--- src/lss_pkg.sv ---
package lss_pkg;

    // Default sizes handed to the top level parameters.
    localparam int MAX_PATTERN_DEF = 8;
    localparam int INDEX_BITS_DEF  = 32;

    // Result fields leave the block at a fixed width.
    localparam int OUT_W = 32;

    // Configuration port.
    localparam int CFG_INDEX_W = 3;
    localparam int CFG_DATA_W  = 64;

    localparam logic [CFG_INDEX_W-1:0] REG_PATTERN_BYTES  = 3'd0;
    localparam logic [CFG_INDEX_W-1:0] REG_PATTERN_LENGTH = 3'd1;
    localparam logic [CFG_INDEX_W-1:0] REG_IGNORE_CASE    = 3'd2;
    localparam logic [CFG_INDEX_W-1:0] REG_FIRST_ONLY     = 3'd3;
    localparam logic [CFG_INDEX_W-1:0] REG_BINARY_MODE    = 3'd4;

    // Line break characters.
    localparam logic [7:0] CH_CR = 8'h0D;
    localparam logic [7:0] CH_LF = 8'h0A;
    localparam logic [7:0] CH_FF = 8'h0C;

    // Result kinds.
    localparam logic KIND_MATCH    = 1'b0;
    localparam logic KIND_LINE_END = 1'b1;

    // Depth of the queue between the front and the back.
    localparam int QUEUE_DEPTH = 4;

    // Everything one accepted byte leaves for the back: up to one match
    // result followed by up to one line-end result.
    typedef struct packed {
        logic             valid;
        logic             has_match;
        logic [OUT_W-1:0] match_index;
        logic [OUT_W-1:0] row_number;
        logic [OUT_W-1:0] column_number;
        logic [OUT_W-1:0] line_start_index;
        logic             has_end;
        logic [OUT_W-1:0] line_end_index;
        logic             final_flag;
    } t_event;

    function automatic logic [7:0] fold_lower(input logic [7:0] c);
        return (c >= 8'h41 && c <= 8'h5A) ? c + 8'h20 : c;
    endfunction

endpackage

--- src/lss_front.sv ---
module lss_front #(
    parameter int MAX_PATTERN = lss_pkg::MAX_PATTERN_DEF,
    parameter int INDEX_BITS  = lss_pkg::INDEX_BITS_DEF
) (
    input  logic                             i_clk,
    input  logic                             i_rst_n,
    input  logic                             i_in_valid,
    output logic                             o_in_stall,
    input  logic [7:0]                       i_data_byte,
    input  logic                             i_last_byte,
    input  logic                             i_cfg_valid,
    output logic                             o_cfg_ready,
    input  logic [lss_pkg::CFG_INDEX_W-1:0]  i_cfg_index,
    input  logic [lss_pkg::CFG_DATA_W-1:0]   i_cfg_data,
    input  logic                             i_queue_full,
    output lss_pkg::t_event                  o_push
);
    import lss_pkg::*;

    localparam int LEN_W = $clog2(MAX_PATTERN + 1);
    localparam int AGE_W = (MAX_PATTERN > 1) ? $clog2(MAX_PATTERN) : 1;
    localparam logic [LEN_W-1:0] MAX_LEN = LEN_W'(MAX_PATTERN);

    // Configuration registers.
    logic [63:0] r_pattern;
    logic [3:0]  r_plen;
    logic        r_icase;
    logic        r_first;
    logic        r_bin;

    // Stream state.
    logic [7:0]            r_win  [MAX_PATTERN];
    logic [INDEX_BITS-1:0] r_hrow [MAX_PATTERN];
    logic [INDEX_BITS-1:0] r_hcol [MAX_PATTERN];
    logic [INDEX_BITS-1:0] r_hls  [MAX_PATTERN];
    logic [MAX_PATTERN-1:0] r_hbrk;
    logic [LEN_W-1:0]      r_fill;
    logic [INDEX_BITS-1:0] r_count;
    logic [INDEX_BITS-1:0] r_row;
    logic [INDEX_BITS-1:0] r_col;
    logic [INDEX_BITS-1:0] r_ls;
    logic                  r_prev_cr;
    logic                  r_pending;
    logic                  r_done;

    logic [7:0]            w_next   [MAX_PATTERN];
    logic [INDEX_BITS-1:0] row_age  [MAX_PATTERN];
    logic [INDEX_BITS-1:0] col_age  [MAX_PATTERN];
    logic [INDEX_BITS-1:0] ls_age   [MAX_PATTERN];
    logic [MAX_PATTERN-1:0] brk_age;

    logic                  accept;
    logic                  brk;
    logic [LEN_W-1:0]      len;
    logic [AGE_W-1:0]      start_age;
    logic [LEN_W-1:0]      n_fill;
    logic [INDEX_BITS-1:0] n_row;
    logic [INDEX_BITS-1:0] n_col;
    logic [INDEX_BITS-1:0] n_ls;
    logic                  n_pending;
    logic                  n_done;
    logic                  eq;
    logic                  matched;
    logic                  end_found;
    logic [INDEX_BITS-1:0] end_index;
    logic [INDEX_BITS-1:0] start_index;

    assign accept      = i_in_valid && !i_queue_full;
    assign o_in_stall  = i_queue_full;
    assign o_cfg_ready = 1'b1;

    assign brk = (i_data_byte == CH_CR) || (i_data_byte == CH_LF) || (i_data_byte == CH_FF);

    // Line tracking for the current byte.
    always_comb begin
        if (brk) begin
            n_row = (i_data_byte == CH_LF && r_prev_cr) ? r_row : r_row + 1'b1;
            n_col = '0;
            n_ls  = r_count + 1'b1;
        end else begin
            n_row = r_row;
            n_col = r_col + 1'b1;
            n_ls  = r_ls;
        end
    end

    // Per-age views: age 0 is the current byte, older ones come from registers.
    always_comb begin
        w_next[0]  = i_data_byte;
        row_age[0] = brk ? '0 : r_row;
        col_age[0] = brk ? '0 : n_col;
        ls_age[0]  = brk ? '0 : r_ls;
        brk_age[0] = brk;
        for (int k = 1; k < MAX_PATTERN; k++) begin
            w_next[k]  = r_win[k-1];
            row_age[k] = r_hrow[k-1];
            col_age[k] = r_hcol[k-1];
            ls_age[k]  = r_hls[k-1];
            brk_age[k] = r_hbrk[k-1];
        end
    end

    always_comb begin
        if (r_plen == 4'd0) begin
            len = LEN_W'(1);
        end else if (r_plen > 4'(MAX_PATTERN)) begin
            len = MAX_LEN;
        end else begin
            len = LEN_W'(r_plen);
        end
    end

    assign start_age   = AGE_W'(len - LEN_W'(1));
    assign start_index = r_count - INDEX_BITS'(len - LEN_W'(1));
    assign n_fill      = (r_fill < MAX_LEN) ? r_fill + LEN_W'(1) : r_fill;

    // Parallel compare of the window against the pattern.
    always_comb begin
        logic [7:0] pb;
        logic [7:0] db;
        eq = 1'b1;
        for (int j = 0; j < MAX_PATTERN; j++) begin
            pb = r_pattern[8*j +: 8];
            db = w_next[AGE_W'(len - LEN_W'(j) - LEN_W'(1))];
            if (r_icase) begin
                pb = fold_lower(pb);
                db = fold_lower(db);
            end
            if (LEN_W'(j) < len && pb != db) begin
                eq = 1'b0;
            end
        end
    end

    assign matched = !r_done && (n_fill >= len) && eq && (r_bin || !brk_age[start_age]);
    assign n_done  = r_done || (matched && r_first);

    // Line end of the latest match line.
    always_comb begin
        logic             pend;
        logic             in_match;
        logic [AGE_W-1:0] dsel;
        pend     = r_pending || (matched && !r_bin);
        in_match = 1'b0;
        dsel     = '0;
        // Oldest break inside the match that follows its start.
        for (int d = 0; d < MAX_PATTERN - 1; d++) begin
            if (LEN_W'(d + 1) < len && brk_age[d]) begin
                in_match = 1'b1;
                dsel     = AGE_W'(d);
            end
        end
        end_found = 1'b0;
        end_index = '0;
        if (!r_bin && pend) begin
            if (matched && in_match) begin
                end_found = 1'b1;
                end_index = r_count - INDEX_BITS'(dsel);
            end else if (!matched && brk) begin
                end_found = 1'b1;
                end_index = r_count;
            end else if (i_last_byte) begin
                end_found = 1'b1;
                end_index = r_count + 1'b1;
            end
        end
        n_pending = pend && !end_found && !r_bin;
    end

    always_comb begin
        o_push.valid            = accept && (matched || end_found);
        o_push.has_match        = matched;
        o_push.match_index      = OUT_W'(start_index);
        o_push.row_number       = r_bin ? '0 : OUT_W'(row_age[start_age]);
        o_push.column_number    = r_bin ? '0 : OUT_W'(col_age[start_age]);
        o_push.line_start_index = r_bin ? '0 : OUT_W'(ls_age[start_age]);
        o_push.has_end          = end_found;
        o_push.line_end_index   = OUT_W'(end_index);
        o_push.final_flag       = i_last_byte || (n_done && !n_pending);
    end

    always_ff @(posedge i_clk) begin
        if (!i_rst_n) begin
            r_pattern <= '0;
            r_plen    <= 4'd1;
            r_icase   <= 1'b0;
            r_first   <= 1'b0;
            r_bin     <= 1'b0;
            r_hbrk    <= '0;
            r_fill    <= '0;
            r_count   <= '0;
            r_row     <= INDEX_BITS'(1);
            r_col     <= '0;
            r_ls      <= '0;
            r_prev_cr <= 1'b0;
            r_pending <= 1'b0;
            r_done    <= 1'b0;
        end else begin
            if (i_cfg_valid) begin
                case (i_cfg_index)
                    REG_PATTERN_BYTES:  r_pattern <= i_cfg_data;
                    REG_PATTERN_LENGTH: r_plen    <= i_cfg_data[3:0];
                    REG_IGNORE_CASE:    r_icase   <= i_cfg_data[0];
                    REG_FIRST_ONLY:     r_first   <= i_cfg_data[0];
                    REG_BINARY_MODE:    r_bin     <= i_cfg_data[0];
                    default:            ;
                endcase
            end
            if (accept) begin
                if (i_last_byte) begin
                    r_hbrk    <= '0;
                    r_fill    <= '0;
                    r_count   <= '0;
                    r_row     <= INDEX_BITS'(1);
                    r_col     <= '0;
                    r_ls      <= '0;
                    r_prev_cr <= 1'b0;
                    r_pending <= 1'b0;
                    r_done    <= 1'b0;
                end else begin
                    r_hbrk    <= brk_age;
                    r_fill    <= n_fill;
                    r_count   <= r_count + 1'b1;
                    r_row     <= n_row;
                    r_col     <= n_col;
                    r_ls      <= n_ls;
                    r_prev_cr <= (i_data_byte == CH_CR);
                    r_pending <= n_pending;
                    r_done    <= n_done;
                end
            end
        end
    end

    // Window and history payload; only read once the fill count covers them.
    always_ff @(posedge i_clk) begin
        if (accept) begin
            r_win  <= w_next;
            r_hrow <= row_age;
            r_hcol <= col_age;
            r_hls  <= ls_age;
        end
    end

endmodule

--- src/lss_queue.sv ---
module lss_queue (
    input  logic            i_clk,
    input  logic            i_rst_n,
    input  lss_pkg::t_event i_push,
    input  logic            i_pop,
    output logic            o_full,
    output logic            o_empty,
    output lss_pkg::t_event o_head
);
    import lss_pkg::*;

    localparam int PTR_W = $clog2(QUEUE_DEPTH);
    localparam int CNT_W = $clog2(QUEUE_DEPTH + 1);

    t_event             r_mem [QUEUE_DEPTH];
    logic [PTR_W-1:0]   r_wr_ptr;
    logic [PTR_W-1:0]   r_rd_ptr;
    logic [CNT_W-1:0]   r_count;
    logic               do_push;
    logic               do_pop;

    assign o_full  = (r_count == CNT_W'(QUEUE_DEPTH));
    assign o_empty = (r_count == '0);
    assign o_head  = r_mem[r_rd_ptr];
    assign do_push = i_push.valid && !o_full;
    assign do_pop  = i_pop && !o_empty;

    always_ff @(posedge i_clk) begin
        if (!i_rst_n) begin
            r_wr_ptr <= '0;
            r_rd_ptr <= '0;
            r_count  <= '0;
        end else begin
            if (do_push) begin
                r_wr_ptr <= r_wr_ptr + 1'b1;
            end
            if (do_pop) begin
                r_rd_ptr <= r_rd_ptr + 1'b1;
            end
            case ({do_push, do_pop})
                2'b10:   r_count <= r_count + 1'b1;
                2'b01:   r_count <= r_count - 1'b1;
                default: r_count <= r_count;
            endcase
        end
    end

    always_ff @(posedge i_clk) begin
        if (do_push) begin
            r_mem[r_wr_ptr] <= i_push;
        end
    end

    a_count_matches_ptrs: assert property (@(posedge i_clk) disable iff (!i_rst_n)
        (r_wr_ptr - r_rd_ptr) == PTR_W'(r_count))
        else $error("queue count disagrees with pointers");

    a_no_push_when_full: assert property (@(posedge i_clk) disable iff (!i_rst_n)
        o_full |-> !do_push)
        else $error("queue written while full");

endmodule

--- src/lss_back.sv ---
module lss_back (
    input  logic                        i_clk,
    input  logic                        i_rst_n,
    input  lss_pkg::t_event             i_head,
    input  logic                        i_empty,
    output logic                        o_pop,
    output logic                        o_out_valid,
    input  logic                        i_out_stall,
    output logic                        o_result_kind,
    output logic [lss_pkg::OUT_W-1:0]   o_match_index,
    output logic [lss_pkg::OUT_W-1:0]   o_row_number,
    output logic [lss_pkg::OUT_W-1:0]   o_column_number,
    output logic [lss_pkg::OUT_W-1:0]   o_line_start_index,
    output logic [lss_pkg::OUT_W-1:0]   o_line_end_index,
    output logic                        o_final_result
);
    import lss_pkg::*;

    // Set while the match of the head request has gone and its line end is shown.
    logic r_phase;
    logic cur_is_end;
    logic last_of_event;
    logic out_acc;

    assign cur_is_end    = r_phase || !i_head.has_match;
    assign last_of_event = cur_is_end || !i_head.has_end;
    assign o_out_valid   = !i_empty;
    assign out_acc       = o_out_valid && !i_out_stall;
    assign o_pop         = out_acc && last_of_event;

    always_comb begin
        o_result_kind      = cur_is_end ? KIND_LINE_END : KIND_MATCH;
        o_match_index      = cur_is_end ? '0 : i_head.match_index;
        o_row_number       = cur_is_end ? '0 : i_head.row_number;
        o_column_number    = cur_is_end ? '0 : i_head.column_number;
        o_line_start_index = cur_is_end ? '0 : i_head.line_start_index;
        o_line_end_index   = cur_is_end ? i_head.line_end_index : '0;
        o_final_result     = i_head.final_flag && last_of_event;
    end

    always_ff @(posedge i_clk) begin
        if (!i_rst_n) begin
            r_phase <= 1'b0;
        end else if (out_acc) begin
            r_phase <= !last_of_event;
        end
    end

    a_phase_has_pair: assert property (@(posedge i_clk) disable iff (!i_rst_n)
        r_phase |-> (!i_empty && i_head.has_match && i_head.has_end))
        else $error("line-end phase without a paired request");

    a_end_follows_match: assert property (@(posedge i_clk) disable iff (!i_rst_n)
        (out_acc && !last_of_event) |=> (o_out_valid && o_result_kind == KIND_LINE_END))
        else $error("line end did not follow its match");

    a_final_on_last: assert property (@(posedge i_clk) disable iff (!i_rst_n)
        (o_out_valid && o_final_result) |-> o_pop || i_out_stall)
        else $error("final result not the last of its request");

endmodule

--- src/line_aware_substring_search.sv ---
// Channel   Direction  Handshake                    Payload
// input     in         i_in_valid / o_in_stall      i_data_byte, i_last_byte
// result    out        o_out_valid / i_out_stall    o_result_kind .. o_final_result
// config    in         i_cfg_valid / o_cfg_ready    i_cfg_index, i_cfg_data
//
// One data byte is taken per cycle while the queue is not full. A byte is
// classified, compared against the pattern and its line counters updated in
// the cycle it is accepted; the results it causes enter a four-entry queue and
// leave one per cycle unless the receiver stalls, so a byte that causes a match
// and a line end presents the match first and the line end after it. The
// input stalls only while the queue is full. Reset is synchronous and active
// low; it restores the registers to their defaults and starts a new search.
module line_aware_substring_search #(
    parameter int MAX_PATTERN = lss_pkg::MAX_PATTERN_DEF,
    parameter int INDEX_BITS  = lss_pkg::INDEX_BITS_DEF
) (
    input  logic                             i_clk,
    input  logic                             i_rst_n,
    input  logic                             i_in_valid,
    output logic                             o_in_stall,
    input  logic [7:0]                       i_data_byte,
    input  logic                             i_last_byte,
    output logic                             o_out_valid,
    input  logic                             i_out_stall,
    output logic                             o_result_kind,
    output logic [lss_pkg::OUT_W-1:0]        o_match_index,
    output logic [lss_pkg::OUT_W-1:0]        o_row_number,
    output logic [lss_pkg::OUT_W-1:0]        o_column_number,
    output logic [lss_pkg::OUT_W-1:0]        o_line_start_index,
    output logic [lss_pkg::OUT_W-1:0]        o_line_end_index,
    output logic                             o_final_result,
    input  logic                             i_cfg_valid,
    output logic                             o_cfg_ready,
    input  logic [lss_pkg::CFG_INDEX_W-1:0]  i_cfg_index,
    input  logic [lss_pkg::CFG_DATA_W-1:0]   i_cfg_data
);
    import lss_pkg::*;

    // The front owns the configuration and all stream state. Each request it
    // pushes holds the results of one byte: an optional match followed by an
    // optional line end, with the final marking already worked out.
    t_event push;
    t_event head;
    logic   full;
    logic   empty;
    logic   pop;

    lss_front #(
        .MAX_PATTERN (MAX_PATTERN),
        .INDEX_BITS  (INDEX_BITS)
    ) u_front (
        .i_clk        (i_clk),
        .i_rst_n      (i_rst_n),
        .i_in_valid   (i_in_valid),
        .o_in_stall   (o_in_stall),
        .i_data_byte  (i_data_byte),
        .i_last_byte  (i_last_byte),
        .i_cfg_valid  (i_cfg_valid),
        .o_cfg_ready  (o_cfg_ready),
        .i_cfg_index  (i_cfg_index),
        .i_cfg_data   (i_cfg_data),
        .i_queue_full (full),
        .o_push       (push)
    );

    // The queue decouples the two sides: the front keeps accepting bytes while
    // a result waits for the consumer, until the queue is full.
    lss_queue u_queue (
        .i_clk   (i_clk),
        .i_rst_n (i_rst_n),
        .i_push  (push),
        .i_pop   (pop),
        .o_full  (full),
        .o_empty (empty),
        .o_head  (head)
    );

    // The back splits each request into its results and presents them in order.
    lss_back u_back (
        .i_clk              (i_clk),
        .i_rst_n            (i_rst_n),
        .i_head             (head),
        .i_empty            (empty),
        .o_pop              (pop),
        .o_out_valid        (o_out_valid),
        .i_out_stall        (i_out_stall),
        .o_result_kind      (o_result_kind),
        .o_match_index      (o_match_index),
        .o_row_number       (o_row_number),
        .o_column_number    (o_column_number),
        .o_line_start_index (o_line_start_index),
        .o_line_end_index   (o_line_end_index),
        .o_final_result     (o_final_result)
    );

endmodule

--- config.mk ---
export PLATFORM = sky130hd
export DESIGN_NAME = line_aware_substring_search
export DESIGN_NICKNAME = d
export VERILOG_FILES = /design/src/lss_pkg.sv /design/src/lss_front.sv /design/src/lss_queue.sv /design/src/lss_back.sv /design/src/line_aware_substring_search.sv
export SDC_FILE = /design/constraint.sdc
export NUM_CORES = 2
export LEC_CHECK = 0
export BUFFER_PORTS_ARGS = -buffer_cell sky130_fd_sc_hd__buf_2
export CAP_MARGIN = 25
export CORE_ASPECT_RATIO = 0.9
export CORE_MARGIN = 4
export CORE_UTILIZATION = 42
export CTS_CLUSTER_SIZE = 25
export DETAILED_ROUTE_END_ITERATION = 8
export MAX_ROUTING_LAYER = met4
export PLACE_DENSITY_LB_ADDON = 0.08
export SLEW_MARGIN = 25
export SYNTH_ARGS = -nofsm -noshare
export SYNTH_HDL_FRONTEND = slang
export SYNTH_HIERARCHICAL = 1
export SYNTH_SLANG_ARGS = --single-unit
--- constraint.sdc ---
create_clock -name i_clk -period 70.1 [get_ports i_clk]
set_input_delay 17.525 -clock i_clk [delete_from_list [all_inputs] [get_ports i_clk]]
set_output_delay 17.525 -clock i_clk [all_outputs]
set_load 0.05 [all_outputs]
; ---- After elaboration in Yosys (flattened, before gate mapping)
; Memories as Yosys holds them, arrays and structs flattened. A register that Yosys moved wholly into a read port is not among the register bits.
; Cells that the tools add are included.
[totals]
ramBits = 656
output_inout_bits = 165
n_memories = 1
romBits = 0
input_bits = 81
reg_bits = 949
latch_bits = 0
wordCells = 379
[memory_table]
columns = name, words, width, read_ports, rd_ports_with_merged_regs, wr, line_no
row1 = u_queue.r_mem, 4, 164, 1, 1, 1, lss_queue.sv:15  ; t_event r_mem [QUEUE_DEPTH];
[op_classes]
n_addsub = 41
bitwise_logic = 8
n_eq_ne = 19
muxes = 129
n_mul = 0
div = 0
reduce_logical = 83
order_cmp = 52
shift = 0
[op_table]
columns = operator, count
row1 = 2-to-1 mux 32 bit, 29
row2 = 2-to-1 mux 8 bit, 48
row3 = binary-select mux 32 bit (select 3 bit), 3
row4 = binary-select mux 8 bit (select 3 bit), 8
row5 = adder 8 x 6 -> 8 bit (second input constant), 16
row6 = >= comparator 8 x 7 -> 1 bit (second input constant), 16
row7 = less-or-equal comparator 8 x 7 -> 1 bit (second input constant), 16
row8 = adder 32 x 1 -> 32 bit (second input constant), 3
row9 = != test 8 bit, 8
row10 = logical AND 1 bit, 50
row11 = >= comparator 4 bit (second input constant), 8
row12 = inverter 3 -> 4 bit, 8
row13 = subtractor 32 x 3 -> 32 bit, 1
row14 = subtractor 32 bit, 1
row15 = 2-to-1 mux 1 bit, 27
row16 = subtractor 3 x 1 -> 3 bit (second input constant), 9
row17 = equality test 8 x 4 -> 1 bit (second input constant), 3
row18 = less-than comparator 3 x 4 -> 1 bit (first input constant), 4
row19 = 2-to-1 mux 4 bit, 4
row20 = zero test 1 bit, 12
row21 = AND reduction 2 bit, 6
row22 = subtractor 3 bit (second input constant), 4
row23 = logical OR 1 bit, 9
row24 = 2-to-1 mux 3 bit, 3
row25 = other kinds (25), 36

; ---- Longest topological paths before layout
[depth]
depth_word = 35
mapped_depth = 34
depth_no_buf = 25

; ---- Hierarchy
; Netlist, hierarchy kept.
[by_module_without_submodules]
columns = mod, seq_area_each_um2, n_inst, area_per_inst_um2, cells_each
row1 = lss_front, 26125.1, 1, 46006.6, 3490
row2 = lss_queue, 19879.1, 1, 24174.4, 910
row3 = lss_back, 20.0, 1, 1203.7, 186

; ---- Worst setup path before layout
; No wires, ideal clock.
[synth_timing]
path_kind = input port to flip-flop
startpoint = in i_in_valid
endpoint = reg u_front.r_col[2]
path_stages = 9
setup_time_ps = 115
arrival_ps = 40113
path_slack_ps = 29872
path_cell_list = nand2b_1 -> clkbuf_1 -> inv_1 -> clkbuf_1 -> clkbuf_1 -> o21ai_0 -> nand2_1 -> o21ai_0 -> and2_1
[synth_via]
elab_chain_cells = 1
[synth_lines]
columns = element, line_no
row1 = from (decl), line_aware_substring_search.sv:19  ; input logic i_in_valid,
row2 = logical AND 1 bit, lss_front.sv:68  ; assign accept = i_in_valid && !i_queue_full;
row3 = named net u_front.accept, lss_front.sv:52  ; logic accept;
row4 = to (signal assigned), lss_front.sv:225  ; r_col <= n_col;
row5 = to (decl), lss_front.sv:40  ; logic [INDEX_BITS-1:0] r_col;
; The timed path passes the listed nets, and every way through them passes these cells.
; A chain may end at the register's enable or synchronous reset.

==> impl_metrics.json <==
{
  "cts_buffers": 171,
  "r2r_slack_ps": 60200,
  "detail-route-antenna-nets": 0,
  "cts_resized": 0,
  "nFillCells": 14500,
  "min_path_type": "flip-flop to flip-flop",
  "cp.required_ps": 70500,
  "worstHoldPathCells": 0,
  "drtIter0Drc": 3413,
  "finalNetCount": 4959,
  "crit_fanout": 55,
  "clock_latency_ps": 800,
  "setup_viol": 0,
  "status": "finished clean",
  "place_congestion": 0.891,
  "grt_use_total_pct": 19.9,
  "drtPass1Iterations": 5,
  "dpl_cell_area_um2": 74700,
  "h-tree-depth": 4,
  "p_per_area_nw_per_um2": 25.5,
  "reg2regPathDepth": 21,
  "rsz0062_at_grt": "false",
  "pin_count": 246,
  "r2r-end": "u_queue/r_mem[1][138]$_DFFE_PP_",
  "maxSlewViolCount": 0,
  "crit_path_start": "i_data_byte[6]",
  "hold_end": "u_front/col_age[168]$_DFFE_PP_",
  "post_synth_inst_count": 4581,
  "die_x_um": 442,
  "clk_path_buf_depth": 3,
  "detailroute.via_count": 40600,
  "clockRootBuffer": "clkbuf_16",
  "core_um2": 169000,
  "hold_buffers": 0,
  "numClockSinks": 1603,
  "grt_start_max_net_pins": 189,
  "die_area_um2": 176000,
  "peakVddDrop_mv": 0.0225,
  "cp-start-kind": "primary input",
  "avgSynthCellArea_um2": 15.6,
  "syn2layout_area_growth_pct": 12.5,
  "post_cts_buffers": 0,
  "drive_above_1_share_pct": 21.4,
  "fmax_ghz": 0.0420,
  "ys.warnings.count": 6,
  "fin_area_um2": 80100,
  "clkTransAtPathRegs_ps": 60,
  "crit_type": "primary input to flip-flop",
  "antenna_found_initial": 13,
  "die_h_um": 399,
  "tns_ps": 0,
  "wl_per_cell_um": 24.0,
  "gr-total-overflow": 0,
  "cts_tree": "built",
  "maxCapViolations": 0,
  "timing.hold.ws_ps": 418,
  "grt_pass1_wl_mm": 262,
  "viasPerCell": 5.64,
  "port_buffers": 244,
  "maxSlewHeadroom_pct": 25.5,
  "first_global_vias": 40100,
  "fin_worst_skew_ps": 45.6,
  "hold_start": "u_front/col_age[200]$_DFFE_PP_",
  "power_leakage_uw": 0.0267,
  "dp_hpwl_mm": 108,
  "initial_core_util_pct": 42.2,
  "wl_mm": 173,
  "num_rows": 143,
  "hold_viol_final": 0,
  "critPathCaptureType": "flip-flop",
  "fin_crit_ps": 23810,
  "critical_path_arrival_ps": 24210,
  "netlist_area_um2": 71200,
  "worstMarginPinSlew_ps": 1120,
  "drc_errors": 0,
  "fin_crit_sh_pct": 34.0,
  "r2r-start": "u_front/r_plen[1]$_SDFFE_PN0P_"
}
==> per-layer routing <==
layer | share of wire [%] | vias to the layer above | wire [um] | global-route usage (%)
met5 | 0 | - | 0 | -
met4 | 1.8 | 0 | 3140 | 4.37
met3 | 4.8 | 239 | 8330 | 2.95
met2 | 46 | 1089 | 79100 | 29.6
met1 | 48 | 21000 | 82500 | 29.3
li1 | - | 18300 | - | -
==> power breakdown <==
group	switching (uW)	internal (uW)	total [uW]
Sequential	13.1	1060	1080
Clock	378	489	867
Combinational	62.6	37.8	100
Total	454	1590	2040
==> final cells by class <==
type                            instances  area, um2  share of cell area, %
Clock buffer                          219       4630                   5.78
Inverter                               70        273                  0.340
Sequential cell                      1603      45900                   57.3
Clock inverter                         99        800                  0.998
Antenna cell                            4       10.0                 0.0125
Timing Repair Buffer                  302       1750                   2.19
Multi-Input combinational cell       2658      23900                   29.9
Tap cell                             2247       2810                   3.51
==> cells in the final DEF (no fill, tap or decap), types with 103 or more instances in the layout <==
| cell | n |
|---|---|
| dfxtp_1 | 220 |
| a21oi_1 | 136 |
| nor2b_1 | 120 |
| xnor2_1 | 103 |
| edfxtp_1 | 1380 |
| and2_1 | 213 |
| mux4_2 | 410 |
| nand2_1 | 294 |
| clkbuf_16 | 175 |
| nor2_1 | 245 |
| buf_2 | 243 |
| mux2i_1 | 147 |
==> worst max-delay path, cell delays in order <==
cell and delay [ps]:
buf_2 150, mux2_2 290, mux4_2 540, ha_1 320
and3_1 150, nor3_1 160, nand4_1 130, a2111oi_1 770
nand2_1 190, o221ai_2 460, nand2_2 260, a21oi_1 320
nor2b_1 670, and2_4 620, buf_4 730, buf_4 780
==> registers in the layout (all words and copies together), names as in the netlist, 2 cells and up, named ones only <==
| signal | cells |
|---|---|
| u_front/r_plen | 4 |
| u_queue/r_count | 3 |
| u_queue/r_wr_ptr | 2 |
| u_front/r_hbrk | 7 |
| u_front/r_count | 32 |
| u_queue/r_mem | 652 |
| u_front/ls_age | 224 |
| u_front/r_ls | 32 |
| u_front/r_row | 32 |
| u_queue/r_rd_ptr | 2 |
| u_front/r_col | 32 |
| u_front/r_win | 56 |
| u_front/r_pattern | 64 |
| u_front/r_hrow | 224 |
| u_front/col_age | 224 |
| u_front/r_fill | 4 |
==> how the worst max path moves through the flow <==
stage	cells past startpoint	to	slack, ps
floorplan	9	u_front/r_col[2]$_SDFFE_PN0P_	29870
global placement	16	u_queue/r_mem[1][135]$_DFFE_PP_	45520
detailed placement	16	u_queue/r_mem[1][134]$_DFFE_PP_	45430
CTS	16	u_queue/r_mem[1][138]$_DFFE_PP_	46270
global route	16	u_queue/r_mem[1][138]$_DFFE_PP_	45910
finish	16	u_queue/r_mem[1][138]$_DFFE_PP_	46290
==> per-stage QoR <==
stage	std cells	power, uW	setup WS (ps)	utilization, %
global route	7200	2120	45910	47.5
floorplan	4608	1180	29870	-
global placement	6880	1190	45520	44.3
detailed placement	6880	1200	45430	44.3
finish	7202	2040	46290	47.5
CTS	7198	2070	46270	47.5
Note: power is estimated with default switching activity, not from simulation.
